[config.mk]
export PLATFORM = sky130hd
export DESIGN_NAME = fec23_block_decoder_top
export DESIGN_NICKNAME = d
export VERILOG_FILES = /design/src/design/fec23_pkg.sv /design/src/design/fec23_block_decoder_top.sv
export SDC_FILE = /design/constraint.sdc
export NUM_CORES = 1
export LEC_CHECK = 0
export ABC_AREA = 1
export BUFFER_PORTS_ARGS = -buffer_cell sky130_fd_sc_hd__clkbuf_2
export CORE_ASPECT_RATIO = 0.75
export CORE_UTILIZATION = 45
export DETAILED_ROUTE_END_ITERATION = 10
export HOLD_SLACK_MARGIN = 0.08
export PLACE_DENSITY = 0.72
export SYNTH_ARGS = -nofsm -noshare
export SYNTH_HDL_FRONTEND = slang
export SYNTH_SLANG_ARGS = --single-unit
[constraint.sdc]
create_clock -name clock -period 4.97 [get_ports clock]
set_input_delay 0.994 -clock clock [delete_from_list [all_inputs] [get_ports clock]]
set_output_delay 0.994 -clock clock [all_outputs]
set_load 0.03 [all_outputs]
[src/design/fec23_pkg.sv]
package fec23_pkg;

   localparam int DataWidth = 10;
   localparam int ParityWidth = 5;
   localparam int CodewordWidth = DataWidth + ParityWidth;

   localparam logic [1:0] STATUS_CLEAN = 2'd0;
   localparam logic [1:0] STATUS_PARITY_ONLY = 2'd1;
   localparam logic [1:0] STATUS_CORRECTED = 2'd2;
   localparam logic [1:0] STATUS_UNCORRECTABLE = 2'd3;

   typedef struct packed {
      logic [CodewordWidth-1:0] codeword;
      logic                     last_in;
   } req_type;

   typedef struct packed {
      logic [DataWidth-1:0] data_bits;
      logic [1:0]           status;
      logic                 last_out;
   } rsp_type;

   // syndrome produced by a single error on data bit k; parity is linear, so
   // the recomputed parity of any word is the xor of these over its set bits
   localparam logic [ParityWidth-1:0] SYNDROME_TABLE [DataWidth] = '{
      5'd26, 5'd13, 5'd28, 5'd14, 5'd7, 5'd25, 5'd22, 5'd11, 5'd31, 5'd21
   };

   function automatic logic [ParityWidth-1:0] calc_parity(input logic [DataWidth-1:0] data);
      logic [ParityWidth-1:0] acc;
      acc = '0;
      for (int k = 0; k < DataWidth; k++) begin
         if (data[k]) begin
            acc = acc ^ SYNDROME_TABLE[k];
         end
      end
      return acc;
   endfunction

   // received parity r0..r4 sits in codeword bits 10..14; r0 packs to the msb
   function automatic logic [ParityWidth-1:0] pack_rx(input logic [ParityWidth-1:0] rx);
      logic [ParityWidth-1:0] packed_rx;
      for (int k = 0; k < ParityWidth; k++) begin
         packed_rx[ParityWidth-1-k] = rx[k];
      end
      return packed_rx;
   endfunction

   function automatic rsp_type decode(input req_type item);
      rsp_type                res;
      logic [DataWidth-1:0]   data;
      logic [ParityWidth-1:0] syn;
      logic [2:0]             weight;
      logic [DataWidth-1:0]   hit;
      data = item.codeword[DataWidth-1:0];
      syn = calc_parity(data) ^ pack_rx(item.codeword[CodewordWidth-1:DataWidth]);
      weight = 3'($countones(syn));
      for (int k = 0; k < DataWidth; k++) begin
         hit[k] = (syn == SYNDROME_TABLE[k]);
      end
      res.last_out = item.last_in;
      res.data_bits = data;
      if (weight == 3'd0) begin
         res.status = STATUS_CLEAN;
      end else if (weight == 3'd1) begin
         res.status = STATUS_PARITY_ONLY;
      end else if (hit != '0) begin
         res.status = STATUS_CORRECTED;
         res.data_bits = data ^ hit;
      end else begin
         res.status = STATUS_UNCORRECTABLE;
      end
      return res;
   endfunction

endpackage

[src/design/fec23_block_decoder_top.sv]
// Block decoder for the rate-2/3 shortened (15,10) Hamming code.
// Input channel (req_valid/req_ready/req_data): one 15-bit codeword per
// transfer, data bits in [9:0], received parity in [14:10], plus a last flag.
// Result channel (rsp_valid/rsp_ready/rsp_data): one result per codeword with
// the ten decoded data bits, a 2-bit status (clean, parity-only mismatch,
// data bit corrected, uncorrectable) and the copied last flag.
// Path: an accepted codeword goes into the input register, then through the
// decode logic into the result register, which drives rsp.
// Throughput: one codeword per cycle while rsp_ready is high, set by the
// single decode stage.
// Stalls: when rsp_ready is low the result register holds; the input register
// can still take one more codeword, then req_ready drops until the result
// side drains. req_ready depends combinationally on rsp_ready.
// Reset (synchronous, active high) empties both stages; the data registers are not reset.
module fec23_block_decoder_top (
   input  logic                clock,
   input  logic                reset,
   input  logic                req_valid,
   output logic                req_ready,
   input  fec23_pkg::req_type  req_data,
   output logic                rsp_valid,
   input  logic                rsp_ready,
   output fec23_pkg::rsp_type  rsp_data
);
   import fec23_pkg::*;

   logic    in_valid_ff, in_valid_in;
   req_type in_item_ff, in_item_in;
   logic    out_valid_ff, out_valid_in;
   rsp_type out_item_ff, out_item_in;
   logic    out_load;
   logic    in_load;

   assign out_load = in_valid_ff && (!out_valid_ff || rsp_ready);
   assign req_ready = !in_valid_ff || out_load;
   assign in_load = req_valid && req_ready;

   always_comb begin
      in_valid_in = in_valid_ff;
      in_item_in = in_item_ff;
      if (in_load) begin
         in_valid_in = 1'b1;
         in_item_in = req_data;
      end else if (out_load) begin
         in_valid_in = 1'b0;
      end
   end

   always_comb begin
      out_valid_in = out_valid_ff;
      out_item_in = out_item_ff;
      if (out_load) begin
         out_valid_in = 1'b1;
         out_item_in = decode(in_item_ff);
      end else if (rsp_ready) begin
         out_valid_in = 1'b0;
      end
   end

   always_ff @(posedge clock) begin
      if (reset) begin
         in_valid_ff <= 1'b0;
         out_valid_ff <= 1'b0;
      end else begin
         in_valid_ff <= in_valid_in;
         out_valid_ff <= out_valid_in;
      end
      in_item_ff <= in_item_in;
      out_item_ff <= out_item_in;
   end

   assign rsp_valid = out_valid_ff;
   assign rsp_data = out_item_ff;

   a_empty_input_ready: assert property (@(posedge clock) disable iff (reset)
      !in_valid_ff |-> req_ready)
      else $error("input stage empty but not ready");

   a_load_fills_output: assert property (@(posedge clock) disable iff (reset)
      out_load |=> out_valid_ff)
      else $error("decoded transfer lost");

   a_stalled_input_holds: assert property (@(posedge clock) disable iff (reset)
      in_valid_ff && !out_load |=> in_valid_ff && $stable(in_item_ff))
      else $error("input stage changed while blocked");

   a_correction_flips_one: assert property (@(posedge clock) disable iff (reset)
      out_load |=> ((out_item_ff.status == STATUS_CORRECTED) ==
                    ($countones(out_item_ff.data_bits ^
                                $past(in_item_ff.codeword[DataWidth-1:0])) == 1)))
      else $error("correction does not flip exactly one data bit");

   a_last_follows: assert property (@(posedge clock) disable iff (reset)
      out_load |=> out_item_ff.last_out == $past(in_item_ff.last_in))
      else $error("last flag not carried");

endmodule
==> Yosys cells after proc, flatten, opt, wreduce, memory -nomap -nowiden <==
Index checks and enable logic that the tools add are counted.
{ "classes": {"addsub": 4, "n_mul": 0, "div": 0, "n_lt_le_gt_ge": 0, "n_eq_ne": 11, "shift": 0, "muxes": 29, "bitwise": 11, "n_reduce_logical": 11} }
{ "ops": {"columns": ["cell", "n"], "rows": [
  ["2-to-1 mux 5 bit", 16],
  ["equality test 5 bit, second input constant", 6],
  ["2-to-1 mux 10 bit", 3],
  ["inverter 3 bit", 8],
  ["equality test 5 x 4 -> 1 bit, second input constant", 3],
  ["2-to-1 mux 4 bit", 3],
  ["nonzero test 10 bit", 1],
  ["bitwise XOR 10 bit", 1],
  ["2-to-1 mux 1 bit", 6],
  ["equality test 5 x 3 -> 1 bit, second input constant", 1],
  ["inverter 5 bit", 1],
  ["bitwise XOR 5 bit", 1],
  ["adder 1 x 1 -> 2 bit", 2],
  ["nonzero test 2 bit", 2],
  ["adder 2 x 2 -> 3 bit", 1],
  ["adder 3 x 1 -> 3 bit", 1],
  ["equality test 3 x 1 -> 1 bit, second input constant", 1],
  ["zero test 3 bit", 1],
  ["2-to-1 mux 3 bit", 1],
  ["logical AND 1 bit", 2],
  ["zero test 1 bit", 2],
  ["logical OR 1 bit", 2],
  ["OR reduction 2 bit", 1]
]} }
{ "word_totals": {"register_bits": 31, "latchBits": 0, "ram_bits": 0, "romBits": 0, "input_bits": 20, "mem_count": 0} }

==> Depth between registers and ports, before layout <==
Gate-level depths: netlist (run 1).
{ "logic_depth": {"depth_word": 38, "mapped_depth": 19, "depth_no_buf": 18} }

==> Worst setup path after synthesis (run 1) <==
No wires, ideal clock.
{ "synth_path": {"kind": "register -> register", "from": "reg in_item_ff[9] in the netlist's numbering", "to": "reg out_item_ff, in the netlist rsp_data[12] (data pin)", "arrival_time_ns": 3.383, "t_required_ns": 4.707, "setup_slack_ns": 1.324, "path_stages_with_launch": 17, "path_cell_list": "edfxtp_1 inv_2 nand2_1 nand2_2 xor2_1 xor2_1 inv_1 fa_1 inv_1 fa_1 inv_1 ha_1 or3_1 nand2_1 clkbuf_1 nor2_1 xor2_1"} }
{ "synth_via": {"elab_chain_len": 12, "elab_cells_between_ends": 27} }
{ "synth_rtl": {"columns": ["element", "line_no", "text"], "rows": [
  ["start: declaration", "fec23_block_decoder_top.sv:28", "req_type in_item_ff, in_item_in;"],
  ["start signal: assignment", "fec23_block_decoder_top.sv:68", "in_item_ff <= in_item_in;"],
  ["2-to-1 mux 5 bit *", "fec23_pkg.sv:33", "if (data[k]) begin"],
  ["2-to-1 mux 5 bit *", "fec23_block_decoder_top.sv:52", "if (out_load) begin"],
  ["inverter 3 bit (no source line)", null, null],
  ["2-to-1 mux 5 bit *", "fec23_pkg.sv:33", null],
  ["2-to-1 mux 5 bit *", "fec23_block_decoder_top.sv:52", null],
  ["bitwise XOR 5 bit *", "fec23_pkg.sv:56", "syn = calc_parity(data) ^ pack_rx(item.codeword[CodewordWidth-1:DataWidth]);"],
  ["adder 1 x 1 -> 2 bit (implied by the code)", "fec23_pkg.sv:57", "weight = 3'($countones(syn));"],
  ["adder 2 x 2 -> 3 bit (implied by the code)", "fec23_pkg.sv:57", null],
  ["adder 3 x 1 -> 3 bit (implied by the code)", "fec23_pkg.sv:57", null],
  ["equality test 3 x 1 -> 1 bit", "fec23_pkg.sv:65", "end else if (weight == 3'd1) begin"],
  ["2-to-1 mux 10 bit", "fec23_pkg.sv:65", null],
  ["2-to-1 mux 10 bit *", "fec23_pkg.sv:63", "if (weight == 3'd0) begin"],
  ["end signal: assignment", "fec23_block_decoder_top.sv:69", "out_item_ff <= out_item_in;"],
  ["end: declaration", "fec23_block_decoder_top.sv:30", "rsp_type out_item_ff, out_item_in;"]
]} }
Every way passes the cells marked *; elsewhere a longest branch is shown, timed or not. The select of a mux whose other input is x is not followed.
A chain may end at the register's enable or synchronous reset.

==> Worst setup path in the final report (run 1) <==
{ "layout_path": {"from": "reg in_item_ff[9] in the netlist's numbering", "to": "reg out_item_ff, in the netlist rsp_data[9] (data pin)"} }
Same word-level chain as after synthesis.

==> results.yml, run 1 <==
run_status:
  run_status: "completed"
logic_synthesis:
  ys_warn_count: 0
  synthDistinctLibCells: 27
  ys_top_cells_by_area: "edfxtp_1 (44%), nand2_1 (12%), xor2_1 (6.2%)"
  synth_common_cells: "nand2_1 (63), edfxtp_1 (29), inv_1 (20), xor2_1 (14), nand2_2 (13)"
  async_flop_share_pct: 0
  synth_area_um2: 1960
  syn-mean-instance-area_um2: 9.18
  syn_inst: 214
  synth_edf_count: 29
  ys_ff_latch: 31
  post-synth-top-count-cell: "nand2_1"
  synthFlopType: "edfxtp_1"
  synth_top_area_share_pct: 44.3
  syn-num-nets: 241
  yosysSeqAreaShare_pct: 46.4
  synth_top_area_cell: "edfxtp_1"
power_and_ir_drop:
  power.leakage_nw: 1.13
  p_per_area_nw_per_um2: 357
  comb_power_share_pct: 35.0
  p_sw_share_pct: 36.0
  ir_drop_uv: 190
  seqPwrFrac_pct: 40.8
  p_clk_share_pct: 24.2
  power.net_switching_w: 0.000294
  internal-power_w: 0.000522
finish:
  stdcell_count: 309
  final_util_pct: 55.4
  fill_cells: 387
  diodes: 0
  nets: 280
  layout-drive-gt1-share_pct: 30.7
  area_delta_synth_final_pct: 16.4
setup_path:
  cp_top_family: "adder cells"
  worstPathArrival_ns: 3.93
  reg2reg_slack_ns: 1.06
  critPathMaxFanout: 11
  cp-start-kind: "flip-flop"
  timing.rr.end: "rsp_data[9]"
  rr_worst_depth: 15
  path_class: "reg2reg"
  crit_slowest_cell: "fa_1"
  cp_data_required_time_ns: 4.98
  cp-end-kind: "flip-flop"
  max_stage_delay_ns: 0.53
  path_buf_inv: 4
  path_cells: "inv_2 -> nand2_1 -> nand2_2 -> xor2_1 -> xor2_1 -> inv_1 -> fa_1 -> inv_1 -> fa_1 -> inv_1 -> ha_1 -> or3_1 -> nand2_1 -> nor2_1 -> xor2_1"
  r2r_start: "in_item_ff[9]"
floorplanning:
  io_pins: 35
  rows: 20
  core_um2: 4130
  initial_utilization_pct: 47.6
  die_area_um2: 4640
  die_w_um: 78.3
  die_h_um: 59.2
sta:
  max_freq_ghz: 0.256
  finalSetupViolations: 0
  period_needed_ns: 3.91
  rsz0062_at_grt: "false"
  max_slew_margin_pct: 25.9
  fin_ws_ns: 1.06
  finalMaxSlewViolations: 0
  tightestPinTransition_ns: 1.11
  fin_tns_setup_ns: 0
  hold_slack_ns: 0.437
  hold_violations: 0
  period_share_pct: 78.7
  skew_ns: 0.00379
routing:
  vias_per_cell: 4.56
  num_vias: 1408
  drt_iter0_markers: 79
  final_antenna_net_count: 0
  dr.pass1.iters: 4
  drc_errors: 0
  wl_per_cell_um: 10.5
  finalWirelength_um: 3260
place:
  post-place-cells: 301
  gp_congestion: 0.856
  portBuffers: 34
  dpl.hpwl_um: 2750
  post-place-ws_ns: 1.05
job:
  drv_cap: 0
cts:
  clk_latency_ns: 0.28
  hold_buffers: 0
  cts-root-buf: "clkbuf_8"
  cts_max_path_buffers: 2
  cts_tree: "yes"
  cts_setup_buffers: 0
  cts_buffers: 5
  ctsResizeCount: 0
  clock_sinks: 31
  htreeDepth: 2
  path_clk_slew_ns: 0.06
global_routing:
  grt_pass1_vias: 1254
  grt_pass1_wl_um: 5390
  grt_overflow: 0
  grt_max_degree: 17
  grt_usage_pct: 16.1
  antenna_found_initial: 0
hold_path:
  min_path_cells: 0
  hold_start: "in_item_ff[0]"
  hold_path_end: "rsp_data[0]"
  worstHoldPathType: "reg2reg"
[per-stage QoR]
stage	area, um^2	power, W
after floorplan	1960	0.000572
after global placement	2190	0.000619
after detailed placement	2190	0.000628
after CTS	2290	0.000826
after global routing	2290	0.000876
final	2290	0.000817
[final cells by class]
type	instances	area [um^2]	area share, %
clock buffers	7	86.3	3.78
multi-input cells	153	940	41.1
clock inverters	1	5.00	0.219
flip-flops and latches	31	911	39.8
inverters	28	105	4.60
well taps	55	68.8	3.01
repair buffers	34	170	7.44
[worst register-to-register path, stage by stage, from the launching register on]
cell and delay (ns):
edfxtp_1 0.50, inv_2 0.13, nand2_1 0.07, nand2_2 0.09
xor2_1 0.19, xor2_1 0.26, inv_1 0.13, fa_1 0.53
inv_1 0.06, fa_1 0.41, inv_1 0.06, ha_1 0.23
or3_1 0.37, nand2_1 0.30, nor2_1 0.14, xor2_1 0.18
[routing by layer]
layer  up-vias  share of wire [%]  GRT usage (%)
met1       601                 48           20.7
met5         -                  0              0
met2        39                 44           25.3
met4         0                1.5           7.41
li1        760                  -              -
met3         8                6.1           4.62
[kinds of logic (layout without fill, tap and decap cells)]
kind of cell / after synthesis / in the layout / share of synthesized area (%)
AND/OR/NAND/NOR: 122 / 122 / 33.2
flip-flops: 31 / 31 / 46.4
AO/OA/AOI/OAI: 7 / 7 / 1.78
buffers and inverters: 30 / 70 / 5.80
adder cells (fa/ha/maj): 7 / 7 / 5.22
XOR/XNOR: 17 / 17 / 7.58
[power by group through the flow]
stage / combinational [W] / sequential (W) / clock [W]
2_1_floorplan: 0.000212 / 0.000360 / 0
3_3_place_gp: 0.000281 / 0.000338 / 0
3_5_place_dp: 0.000290 / 0.000339 / 0
4_1_cts: 0.000290 / 0.000333 / 0.000203
5_1_grt: 0.000328 / 0.000335 / 0.000213
6_report: 0.000286 / 0.000333 / 0.000197
[registers in the layout, summed over array words and instances (netlist names)]
signal and count:
rsp_data 13, in_item_ff 16, rsp_valid 1, in_valid_ff 1
[how the worst max path moves through the flow]
stage | cells past startpoint | end | startpoint
2_1_floorplan | 16 | rsp_data[12] | in_item_ff[9]
3_3_place_gp | 15 | rsp_data[9] | in_item_ff[9]
3_5_place_dp | 15 | rsp_data[9] | in_item_ff[9]
4_1_cts | 15 | rsp_data[9] | in_item_ff[9]
5_1_grt | 16 | rsp_data[9] | in_item_ff[9]
6_report | 15 | rsp_data[9] | in_item_ff[9]
[layout by cell type, fill, tap and decap left out, drive strengths merged]
cell type  count
fa             2
edfxtp        29
nor2          17
xnor2          3
clkbuf        41
nand4          6
xor2          14
nand3b         1
dfxtp          2
ha             5
clkinv         2
nand3         12
nand2         82
or3            1
inv           27
nor3           3
a21oi          7
(Power assumes the default switching activity.)
==> run 2: changes to the inputs <==
PLACE_DENSITY = 0.74   (was 0.72)
clock period = 3.34 ns   (was 4.97 ns; I/O delays follow)
==> run 2 against run 1 <==
  * The run now ends with negative setup slack left
  * Wire length grew 15%
  * Sequential power increased by 47%
  * Worst hold slack worse by 0.0090 ns
  * Die area unchanged
  * Non-clock buffer count rose by 22
  * Global-route usage rose by 2.6 points
  * Register-to-register slack got worse by 1.1 ns
  * Combinational power is 150% higher
  * Critical endpoint is now rsp_data[4]
  * Largest cell class unchanged
  * Largest power group is now combinational cells
==> results.yml, run 2 (synthesis results as in run 1) <==
routing:
  vias_per_cell: 4.65
  drc_errors: 0
  dr.pass1.iters: 4
  finalWirelength_um: 3750
  wl_per_cell_um: 11.3
  final_antenna_net_count: 0
  num_vias: 1543
  drt_iter0_markers: 137
place:
  dpl_cell_area_um2: 2400
  portBuffers: 34
  post-place-cells: 318
  dpl.hpwl_um: 2970
  gp_congestion: 0.862
setup_path:
  path_cells: "buf_6 -> nand2_2 -> nand2_2 -> xor2_1 -> xor2_1 -> inv_1 -> fa_1 -> inv_2 -> fa_2 -> inv_2 -> ha_4 -> or3_4 -> nand2_8 -> nor3_4 -> xor2_1"
  max_stage_delay_ns: 0.53
  critPathMaxFanout: 6
  path_buf_inv: 4
  cp_data_required_time_ns: 3.38
  path_class: "reg2reg"
  crit_slowest_cell: "fa_1"
  cp_top_family: "adder cells"
  cp-end-kind: "flip-flop"
  worstPathArrival_ns: 3.41
  cp-start-kind: "flip-flop"
  cp_common_cell: "xor2_1"
power_and_ir_drop:
  ir_drop_uv: 274
  p_per_area_nw_per_um2: 580
  power_w: 0.00150
  power.leakage_nw: 1.24
sta:
  tightestPinTransition_ns: 0.609
  hold_slack_ns: 0.428
  rsz0062_at_grt: "true"
  finalMaxSlewViolations: 0
  period_share_pct: 101
  max_freq_ghz: 0.297
  max_slew_margin_pct: 59.3
  period_needed_ns: 3.37
  finalSetupViolations: 10
  skew_ns: 0.00735
  fin_ws_ns: -0.0300
  hold_violations: 0
run_status:
  run_status: "finished with violations"
  violations: "negative setup slack"
floorplanning:
  die_area_um2: 4640
  core_um2: 4130
  rows: 20
  die_w_um: 78.3
  die_h_um: 59.2
  io_pins: 35
  initial_utilization_pct: 47.6
global_routing:
  grt_pass1_vias: 1435
  antenna_found_initial: 0
  grt_usage_pct: 18.7
  grt_pass1_wl_um: 6350
  grt_max_degree: 17
  grt_overflow: 0
cts:
  cts_buffers: 5
  path_clk_slew_ns: 0.07
  clk_latency_ns: 0.29
  hold_buffers: 0
  cts-root-buf: "clkbuf_8"
  cts_tree: "yes"
  cts_max_path_buffers: 2
  clock_sinks: 31
  htreeDepth: 2
job:
  drv_cap: 0
hold_path:
  worstHoldPathType: "reg2reg"
finish:
  area_delta_synth_final_pct: 31.6
  final_common_cell: "nand2_1"
  stdcell_count: 332
  layout-drive-gt1-share_pct: 43.0
  layout_common_cells: "nand2_1 (60), clkbuf_2 (34), edfxtp_1 (29)"
  diodes: 0
  largest_reg_flops: 16
  top_register: "in_item_ff"
  final_cell_area_um2: 2580
  fill_cells: 349
  nets: 303
-- run 2: cell types whose count changed in the layout (fill, tap and decap cells not counted), sizes merged --
cell   delta
nand2     +1
buf      +22
-- run 2: path summary, 6_finish.rpt --
kind              slack (ns)  cells past startpoint           from          end
setup / recovery       -0.03                     15  in_item_ff[9]  rsp_data[4]
hold / removal          0.43                      0  in_item_ff[0]  rsp_data[0]
setup reg to reg       -0.03                     15  in_item_ff[9]  rsp_data[4]
hold reg to reg         0.43                      0  in_item_ff[0]  rsp_data[0]
-- run 2: stage by stage --
step | TNS, ns | worst slack, ns | util, %
2_1_floorplan | -0.144 | -0.0210 | -
3_3_place_gp | -0.0536 | -0.0371 | 58.2
3_5_place_dp | -0.908 | -0.135 | 58.2
4_1_cts | 0 | 0.0173 | 61.2
5_1_grt | -1.72 | -0.188 | 62.6
6_report | -0.159 | -0.0300 | 62.6
-- run 2: report_power, final --
part           switching (W)  internal, W  leakage [nW]
combinational       0.000464     0.000245         0.902
sequential         0.0000149     0.000474         0.294
clock               0.000137     0.000166        0.0482
-- run 2: timing repair --
| action | CTS | global route |
|---|---|---|
| gates cloned | 1 | 0 |
| setup endpoints to repair | 10 | 11 |
| gates resized for setup | 3 | 6 |
| buffers inserted | 1 | 4 |
| pin swaps | 1 | 6 |
-- run 2: per-layer routing --
layer / wire length, um / part of all wire [%] / GRT usage [%] / vias to the layer above
met3: 173 / 4.6 / 4.15 / 7
met1: 1830 / 49 / 23.5 / 682
li1: - / - / - / 804
met2: 1700 / 45 / 32.0 / 50
met4: 55 / 1.5 / 7.14 / 0
met5: 0 / 0 / 0 / -
-- run 2: cell type report --
type | count | area, um^2 | area share [%]
Sequential cell | 31 | 911 | 35.2
Multi-Input combinational cell | 154 | 1070 | 41.4
Clock inverter | 1 | 5.00 | 0.194
Clock buffer | 7 | 86.3 | 3.34
Tap cell | 55 | 68.8 | 2.66
Timing Repair Buffer | 56 | 339 | 13.1
Inverter | 28 | 105 | 4.07
